==> src/sv/rcvc_pkg.sv <==
// ----------------------------------------------------------------------------
// rcvc_pkg: shared types and constants of the RC vehicle command controller
// Item and result layouts, command codes, register indexes and reset values.
// ----------------------------------------------------------------------------
package rcvc_pkg;

    localparam int unsigned DutyW  = 8;
    localparam int unsigned TicksW = 16;
    localparam int unsigned OpW    = 4;
    localparam int unsigned CfgIdxW  = 2;
    localparam int unsigned CfgDataW = 16;

    localparam logic [DutyW-1:0]  CruiseDutyRst = 8'd151;
    localparam logic [DutyW-1:0]  SpeedStepRst  = 8'd26;
    localparam logic [DutyW-1:0]  HornOnDutyRst = 8'd114;
    localparam logic [TicksW-1:0] ObstLimitRst  = 16'd67;
    localparam logic [DutyW-1:0]  DutyMax       = 8'd255;
    localparam logic [DutyW-1:0]  HornSilent    = 8'd255;

    typedef enum logic [OpW-1:0] {
        OP_FWD     = 4'd0,
        OP_REV     = 4'd1,
        OP_BRAKE   = 4'd2,
        OP_LEFT    = 4'd3,
        OP_RIGHT   = 4'd4,
        OP_FASTER  = 4'd5,
        OP_SLOWER  = 4'd6,
        OP_LIGHTS  = 4'd7,
        OP_HAZARD  = 4'd8,
        OP_SIG_L   = 4'd9,
        OP_SIG_R   = 4'd10,
        OP_HORN    = 4'd11,
        OP_ECHO    = 4'd12
    } t_opcode;

    typedef enum logic [CfgIdxW-1:0] {
        CFG_CRUISE_DUTY = 2'd0,
        CFG_SPEED_STEP  = 2'd1,
        CFG_HORN_ON     = 2'd2,
        CFG_OBST_LIMIT  = 2'd3
    } t_cfg_idx;

    typedef struct packed {
        logic [OpW-1:0]    opcode;
        logic [TicksW-1:0] echo_ticks;
    } t_in_item;

    typedef struct packed {
        logic [DutyW-1:0] left_side_duty;
        logic [DutyW-1:0] right_side_duty;
        logic             reverse_drive;
        logic             headlight_on;
        logic             blink_left_enable;
        logic             blink_right_enable;
        logic [DutyW-1:0] horn_duty;
    } t_out_item;

    typedef struct packed {
        logic [DutyW-1:0]  cruise_duty;
        logic [DutyW-1:0]  speed_step;
        logic [DutyW-1:0]  horn_on_duty;
        logic [TicksW-1:0] obstacle_limit_ticks;
    } t_cfg;

endpackage

==> src/sv/rc_vehicle_command_controller_top.sv <==
// ----------------------------------------------------------------------------
// rc_vehicle_command_controller_top: RC vehicle command controller
// Drive, lighting and horn control from decoded commands and echo times.
// ----------------------------------------------------------------------------
// Each accepted command or echo item yields exactly one result: both wheel
// duties, direction, headlight, blinker enables and buzzer duty, as they
// stand after that item. An item passes through an input register,
// combinational update logic and a result register. The input register
// loads at the accepting edge; the item moves on to the result register
// when that has room, and the result is offered from there until it
// transfers. A new item is taken every cycle while the result side keeps
// up, one item per clock. A stall on the result side backs up through the
// two registers to the input stall. Configuration registers take a write
// every cycle (ready is always high) and must only be written while no
// item is in flight.
module rc_vehicle_command_controller_top
    import rcvc_pkg::*;
(
    input  logic                i_clk,
    input  logic                i_rst_n,
    // item input channel
    input  logic                i_in_valid,
    output logic                o_in_stall,
    input  t_in_item            i_in_data,
    // result output channel
    output logic                o_out_valid,
    input  logic                i_out_stall,
    output t_out_item           o_out_data,
    // configuration write channel
    input  logic                i_cfg_valid,
    output logic                o_cfg_ready,
    input  logic [CfgIdxW-1:0]  i_cfg_index,
    input  logic [CfgDataW-1:0] i_cfg_data
);

    t_cfg      cfg;
    t_out_item result;

    logic      r_in_valid;
    t_in_item  r_in_item;
    logic      r_out_valid;
    t_out_item r_out_item;
    logic      advance;

    // move the held item into the result register when that has room
    assign advance    = r_in_valid && (!r_out_valid || !i_out_stall);
    assign o_in_stall = r_in_valid && !advance;
    assign o_cfg_ready = 1'b1;

    rcvc_cfg_regs u_cfg_regs (
        .i_clk      (i_clk),
        .i_rst_n    (i_rst_n),
        .i_wr_en    (i_cfg_valid),
        .i_wr_index (i_cfg_index),
        .i_wr_data  (i_cfg_data),
        .o_cfg      (cfg)
    );

    rcvc_core u_core (
        .i_clk    (i_clk),
        .i_rst_n  (i_rst_n),
        .i_step   (advance),
        .i_item   (r_in_item),
        .i_cfg    (cfg),
        .o_result (result)
    );

    // input register: load whenever it is empty or draining this cycle
    always_ff @(posedge i_clk) begin
        if (!i_rst_n) begin
            r_in_valid <= 1'b0;
        end else if (!o_in_stall) begin
            r_in_valid <= i_in_valid;
        end
    end

    always_ff @(posedge i_clk) begin
        if (!o_in_stall && i_in_valid) begin
            r_in_item <= i_in_data;
        end
    end

    // result register: hold while stalled, drop valid once transferred
    always_ff @(posedge i_clk) begin
        if (!i_rst_n) begin
            r_out_valid <= 1'b0;
        end else if (advance) begin
            r_out_valid <= 1'b1;
        end else if (!i_out_stall) begin
            r_out_valid <= 1'b0;
        end
    end

    always_ff @(posedge i_clk) begin
        if (advance) begin
            r_out_item <= result;
        end
    end

    assign o_out_valid = r_out_valid;
    assign o_out_data  = r_out_item;

endmodule

==> src/sv/rcvc_cfg_regs.sv <==
// ----------------------------------------------------------------------------
// rcvc_cfg_regs: configuration register file
// Four write-only registers loaded from the configuration write channel.
// ----------------------------------------------------------------------------
module rcvc_cfg_regs
    import rcvc_pkg::*;
(
    input  logic                i_clk,
    input  logic                i_rst_n,
    input  logic                i_wr_en,
    input  logic [CfgIdxW-1:0]  i_wr_index,
    input  logic [CfgDataW-1:0] i_wr_data,
    output t_cfg                o_cfg
);

    t_cfg r_cfg;
    t_cfg n_cfg;

    always_comb begin
        n_cfg = r_cfg;
        if (i_wr_en) begin
            case (t_cfg_idx'(i_wr_index))
                CFG_CRUISE_DUTY: n_cfg.cruise_duty          = i_wr_data[DutyW-1:0];
                CFG_SPEED_STEP:  n_cfg.speed_step           = i_wr_data[DutyW-1:0];
                CFG_HORN_ON:     n_cfg.horn_on_duty         = i_wr_data[DutyW-1:0];
                CFG_OBST_LIMIT:  n_cfg.obstacle_limit_ticks = i_wr_data[TicksW-1:0];
                default:         n_cfg = r_cfg;
            endcase
        end
    end

    always_ff @(posedge i_clk) begin
        if (!i_rst_n) begin
            r_cfg.cruise_duty          <= CruiseDutyRst;
            r_cfg.speed_step           <= SpeedStepRst;
            r_cfg.horn_on_duty         <= HornOnDutyRst;
            r_cfg.obstacle_limit_ticks <= ObstLimitRst;
        end else begin
            r_cfg <= n_cfg;
        end
    end

    assign o_cfg = r_cfg;

endmodule

==> src/sv/rcvc_core.sv <==
// ----------------------------------------------------------------------------
// rcvc_core: vehicle state and command update
// Holds drive, lighting and horn state; computes the post-update view.
// ----------------------------------------------------------------------------
module rcvc_core
    import rcvc_pkg::*;
(
    input  logic      i_clk,
    input  logic      i_rst_n,
    input  logic      i_step,
    input  t_in_item  i_item,
    input  t_cfg      i_cfg,
    output t_out_item o_result
);

    typedef enum logic [1:0] {
        TURN_NONE  = 2'd0,
        TURN_LEFT  = 2'd1,
        TURN_RIGHT = 2'd2
    } t_turn;

    logic             r_moving, n_moving;
    logic             r_rev, n_rev;
    logic [DutyW-1:0] r_duty_a, n_duty_a;
    logic [DutyW-1:0] r_duty_b, n_duty_b;
    t_turn            r_turn, n_turn;
    logic [DutyW-1:0] r_saved, n_saved;
    logic             r_lights, n_lights;
    logic             r_hazard, n_hazard;
    logic             r_sig_l, n_sig_l;
    logic             r_sig_r, n_sig_r;
    logic             r_blink_l, n_blink_l;
    logic             r_blink_r, n_blink_r;
    logic [DutyW-1:0] r_buzz, n_buzz;

    logic [DutyW:0]   sum_a, sum_b;
    logic [DutyW-1:0] up_a, up_b, dn_a, dn_b;
    logic             echo_stop;

    assign sum_a = {1'b0, r_duty_a} + {1'b0, i_cfg.speed_step};
    assign sum_b = {1'b0, r_duty_b} + {1'b0, i_cfg.speed_step};
    assign up_a  = sum_a[DutyW] ? DutyMax : sum_a[DutyW-1:0];
    assign up_b  = sum_b[DutyW] ? DutyMax : sum_b[DutyW-1:0];
    assign dn_a  = (r_duty_a > i_cfg.speed_step) ? r_duty_a - i_cfg.speed_step : '0;
    assign dn_b  = (r_duty_b > i_cfg.speed_step) ? r_duty_b - i_cfg.speed_step : '0;
    assign echo_stop = (i_item.echo_ticks != '0)
                    && (i_item.echo_ticks <= i_cfg.obstacle_limit_ticks);

    always_comb begin
        n_moving  = r_moving;
        n_rev     = r_rev;
        n_duty_a  = r_duty_a;
        n_duty_b  = r_duty_b;
        n_turn    = r_turn;
        n_saved   = r_saved;
        n_lights  = r_lights;
        n_hazard  = r_hazard;
        n_sig_l   = r_sig_l;
        n_sig_r   = r_sig_r;
        n_blink_l = r_blink_l;
        n_blink_r = r_blink_r;
        n_buzz    = r_buzz;
        case (t_opcode'(i_item.opcode))
            OP_FWD, OP_REV: begin
                n_rev    = (t_opcode'(i_item.opcode) == OP_REV);
                n_duty_a = i_cfg.cruise_duty;
                n_duty_b = i_cfg.cruise_duty;
                n_moving = 1'b1;
            end
            OP_BRAKE: begin
                n_rev    = 1'b0;
                n_duty_a = '0;
                n_duty_b = '0;
                n_moving = 1'b0;
                n_turn   = TURN_NONE;
            end
            OP_LEFT: begin
                if (r_moving && r_turn == TURN_NONE) begin
                    n_saved  = r_duty_b;
                    n_duty_b = '0;
                    n_turn   = TURN_LEFT;
                end else if (r_moving && r_turn == TURN_LEFT) begin
                    n_duty_b = r_saved;
                    n_turn   = TURN_NONE;
                end
            end
            OP_RIGHT: begin
                if (r_moving && r_turn == TURN_NONE) begin
                    n_saved  = r_duty_a;
                    n_duty_a = '0;
                    n_turn   = TURN_RIGHT;
                end else if (r_moving && r_turn == TURN_RIGHT) begin
                    n_duty_a = r_saved;
                    n_turn   = TURN_NONE;
                end
            end
            OP_FASTER: begin
                if (r_moving && !(r_duty_a == DutyMax && r_duty_b == DutyMax)) begin
                    n_duty_a = up_a;
                    n_duty_b = up_b;
                end
            end
            OP_SLOWER: begin
                if (r_moving && !(r_duty_a == i_cfg.cruise_duty
                                  && r_duty_b == i_cfg.cruise_duty)) begin
                    n_duty_a = dn_a;
                    n_duty_b = dn_b;
                end
            end
            OP_LIGHTS: begin
                n_lights = !r_lights;
            end
            OP_HAZARD: begin
                n_hazard  = !r_hazard;
                n_sig_l   = !r_hazard;
                n_sig_r   = !r_hazard;
                n_blink_l = !r_hazard;
                n_blink_r = !r_hazard;
            end
            OP_SIG_L: begin
                if (!r_hazard && !r_sig_l) begin
                    n_blink_r = 1'b0;
                    n_blink_l = 1'b1;
                    n_sig_l   = 1'b1;
                end else if (!r_hazard) begin
                    n_blink_l = 1'b0;
                    n_sig_l   = 1'b0;
                end
            end
            OP_SIG_R: begin
                if (!r_hazard && !r_sig_r) begin
                    n_blink_l = 1'b0;
                    n_blink_r = 1'b1;
                    n_sig_r   = 1'b1;
                end else if (!r_hazard) begin
                    n_blink_r = 1'b0;
                    n_sig_r   = 1'b0;
                end
            end
            OP_HORN: begin
                n_buzz = (r_buzz == HornSilent) ? i_cfg.horn_on_duty : HornSilent;
            end
            OP_ECHO: begin
                // stop the motors but keep moving and any pending turn
                if (echo_stop) begin
                    n_rev    = 1'b0;
                    n_duty_a = '0;
                    n_duty_b = '0;
                end
            end
            default: begin
                n_moving = r_moving;
            end
        endcase
    end

    always_ff @(posedge i_clk) begin
        if (!i_rst_n) begin
            r_moving  <= 1'b0;
            r_rev     <= 1'b0;
            r_duty_a  <= '0;
            r_duty_b  <= '0;
            r_turn    <= TURN_NONE;
            r_saved   <= '0;
            r_lights  <= 1'b0;
            r_hazard  <= 1'b0;
            r_sig_l   <= 1'b0;
            r_sig_r   <= 1'b0;
            r_blink_l <= 1'b0;
            r_blink_r <= 1'b0;
            r_buzz    <= HornSilent;
        end else if (i_step) begin
            r_moving  <= n_moving;
            r_rev     <= n_rev;
            r_duty_a  <= n_duty_a;
            r_duty_b  <= n_duty_b;
            r_turn    <= n_turn;
            r_saved   <= n_saved;
            r_lights  <= n_lights;
            r_hazard  <= n_hazard;
            r_sig_l   <= n_sig_l;
            r_sig_r   <= n_sig_r;
            r_blink_l <= n_blink_l;
            r_blink_r <= n_blink_r;
            r_buzz    <= n_buzz;
        end
    end

    assign o_result.left_side_duty     = n_duty_a;
    assign o_result.right_side_duty    = n_duty_b;
    assign o_result.reverse_drive      = n_rev;
    assign o_result.headlight_on       = n_lights;
    assign o_result.blink_left_enable  = n_blink_l;
    assign o_result.blink_right_enable = n_blink_r;
    assign o_result.horn_duty          = n_buzz;

endmodule
==> config.mk <==
export PLATFORM = sky130hd
export DESIGN_NAME = rc_vehicle_command_controller_top
export DESIGN_NICKNAME = d
export VERILOG_FILES = /design/src/sv/rcvc_pkg.sv /design/src/sv/rc_vehicle_command_controller_top.sv /design/src/sv/rcvc_cfg_regs.sv /design/src/sv/rcvc_core.sv
export SDC_FILE = /design/constraint.sdc
export NUM_CORES = 1
export LEC_CHECK = 0
export BUFFER_PORTS_ARGS = -buffer_cell sky130_fd_sc_hd__buf_2
export CORE_ASPECT_RATIO = 0.5
export CORE_MARGIN = 2
export CORE_UTILIZATION = 40
export CTS_CLUSTER_DIAMETER = 30
export DETAILED_ROUTE_END_ITERATION = 7
export PLACE_DENSITY = 0.61
export SETUP_SLACK_MARGIN = 0.4
export SLEW_MARGIN = 20
export SYNTH_ARGS = -nofsm -noshare
export SYNTH_HDL_FRONTEND = slang
export SYNTH_SLANG_ARGS = --single-unit
==> constraint.sdc <==
create_clock -name i_clk -period 3.3 [get_ports i_clk]
set_clock_uncertainty 0.2 [all_clocks]
set_input_delay 0.66 -clock i_clk [delete_from_list [all_inputs] [get_ports i_clk]]
set_output_delay 0.66 -clock i_clk [all_outputs]
set_load 0.05 [all_outputs]
==> results.toml <==
[cts]
insertion_delay_ns = 0.43
htreeDepth = 4
hold_buffers = 0
cts-root-buf = "clkbuf_16"
tritoncts = "yes"
clkTransAtPathRegs_ns = 0.07
cts_buffers = 17
clk_path_buf_depth = 2
clock-sinks = 132

[synth]
synth_nets = 1002
ys_seq_area_share_pct = 39.3
yosys_warnings = 0
ys.flop_type = "dfxtp_1"
synth_edf_count = 48
synthArstFlopShare_pct = 0
synth.distinct_cells = 83
syn_inst = 907
syn_area_um2 = 7950
synth-seq-cells = 132
syn_area_per_cell_um2 = 8.77

[timing]
tightest_slew_ns = 0.873
maxSlewViolCount = 0
slew_headroom_pct = 41.6
finalCritPeriodShare_pct = 84.9
period_minus_slack_ns = 2.80
hold_viol_final = 0
fmax_ghz = 0.357
finalSetupTns_ns = 0
rsz0062_at_grt = "yes"
setup_viol = 0

[run_status]
outcome = "complete, no violations"

[setup_path]
critical_path_arrival_ns = 2.76
cp.required_ns = 3.26
crit_type = "flop to flop"
cp-start-kind = "flop"
path_max_fanout = 8
crit_path_end_kind = "flop"

[flow_run]
maxCapViolations = 0

[global_routing]
grt_overflow_total = 0
antenna_found_initial = 0
grt_pass1_wl_um = 37000
grt_max_degree = 37
gr-usage-all-layers_pct = 22.8
grt_pass1_vias = 6724

[power_and_ir_drop]
cellPowerDensity_nw_per_um2 = 448
irDropWorstVdd_v = 0.000444
p_leak_nw = 3.78

[final_layout]
utilization_pct = 48.1
layout_common_cells = "149 x nand2_1, 73 x dfxtp_1, 72 x buf_2, 54 x nor2_1, 48 x edfxtp_1"
mostFrequentLayoutCell = "nand2_1"
fin_cells = 1259
final_area_um2 = 9360
n_antenna_cell = 0
nNetsFinal = 1075
drive_gt1_share_pct = 19.4
syn_to_final_growth_pct = 17.8

[die]
fp.dieH_um = 104
die_w_um = 203
coreArea_um2 = 19500
start_util_pct = 40.9
top_level_ports = 74
core.rowCount = 36
dieArea_um2 = 21100

[place]
port_buffers = 72
placed_area_um2 = 8670
hpwl_um = 17800
place_congestion = 0.946
dpl.cell_count = 1226

[detailed_routing]
drc = 0
drt_iter0_drc = 528
first_pass_iters = 5
wl_per_cell_um = 18.8
dr_total_vias = 7086
via_per_inst = 5.63
drt-total-wl_um = 23600
drtAntennaViolNets = 0

[worst_hold_path]
hold_class = "input port to flop"
[per-stage QoR]
stage / power [mW] / setup slack (ns) / hold slack, ns
2_1_floorplan: 2.14 / 0.538 / 0.242
5_1_grt: 4.35 / 0.380 / 0.188
3_3_place_gp: 2.30 / 0.367 / 0.253
6_report: 4.19 / 0.497 / 0.205
3_5_place_dp: 2.31 / 0.384 / 0.258
4_1_cts: 4.22 / 0.376 / 0.186
[critical path: stages (launching register included)]
cell	delay, ns
dfxtp_2	0.37
ha_1	0.22
fa_1	0.39
nor2b_1	0.16
o21ai_1	0.21
nand3_1	0.10
o311ai_1	0.09
buf_4	0.20
o21ai_0	0.09
a222oi_1	0.38
o21ai_1	0.13
[report_power, final]
group | switching (mW) | leakage (nW) | total (mW) | internal, mW
logic | 0.316 | 2.35 | 0.486 | 0.170
clock network | 0.826 | 0.295 | 1.90 | 1.08
registers | 0.0550 | 1.13 | 1.80 | 1.75
[cells by family (layout without fill, tap and decap cells)]
family / Yosys count / in the layout / share of synthesized area, %
xor gates and xnor gates: 17 / 17 / 1.87
AOI/OAI and AO/OA: 263 / 263 / 24.6
other: 1 / 1 / 0.0472
buffers and inverters: 97 / 183 / 4.83
DFF: 132 / 132 / 39.3
adders and majority gates: 52 / 52 / 8.56
muxes: 7 / 7 / 0.913
and+or+nand+nor: 338 / 338 / 19.9
[final timing paths]
path                                                          to                              from  cells after the start  slack, ns
worst min register to register  u_cfg_regs.o_cfg[9]$_SDFFE_PN0P_  u_cfg_regs.o_cfg[9]$_SDFFE_PN0P_                      2       0.26
worst max register to register          o_out_data[12]$_DFFE_PP_   u_core.r_duty_b[0]$_SDFFE_PN0P_                     10       0.50
worst max-delay path                    o_out_data[12]$_DFFE_PP_   u_core.r_duty_b[0]$_SDFFE_PN0P_                     10       0.50
worst min-delay path                     r_in_item[13]$_DFFE_PP_                     i_in_data[13]                      1       0.20
[repair_timing]
action,CTS,global route
buffers inserted,0,1
gates cloned,0,0
gates resized for setup,3,31
pin swaps,0,9
endpoints found under the setup margin,6,28
[final cells by class]
type	count	area, um2
multi-input combinational	678	4530
tap	266	333
clock buffer	17	425
inverter	47	176
sequential	132	3140
fill	1889	10100
timing repair buffer	104	601
clock inverter	15	161
[metal layers]
layer,wire length [um],vias up,global-route usage [%]
li1,-,3425,-
met4,651,0,7.87
met3,1730,50,5.19
met1,11100,3367,31.9
met2,10200,244,34.4
met5,0,-,0
[state kept, by name (all words and copies together), names as in the netlist]
signal	cells
u_core.r_saved	8
o_out_valid	1
u_core.r_sig_l	1
u_core.r_buzz	8
u_cfg_regs.o_cfg	40
u_core.r_blink_r	1
u_core.r_blink_l	1
u_core.r_sig_r	1
u_core.r_hazard	1
r_in_valid	1
u_core.r_lights	1
u_core.r_rev	1
r_in_item	20
u_core.r_duty_a	8
u_core.r_turn	2
o_out_data	28
u_core.r_moving	1
u_core.r_duty_b	8
[synth_stat cells, types with 14 or more instances]
cell type,count,share of area (%)
nand2_1,149,7.0
dfxtp_1,84,21
nor2_1,56,2.6
a21oi_1,48,3.0
edfxtp_1,48,18
ha_1,48,7.6
inv_1,47,2.2
nand3_1,44,2.8
o21ai_0,38,2.4
a21boi_0,35,3.3
clkbuf_1,34,1.6
nor2b_1,18,1.4
nand4_1,14,1.1
o211ai_1,14,1.3
Note: power is estimated with default switching activity, not from simulation.
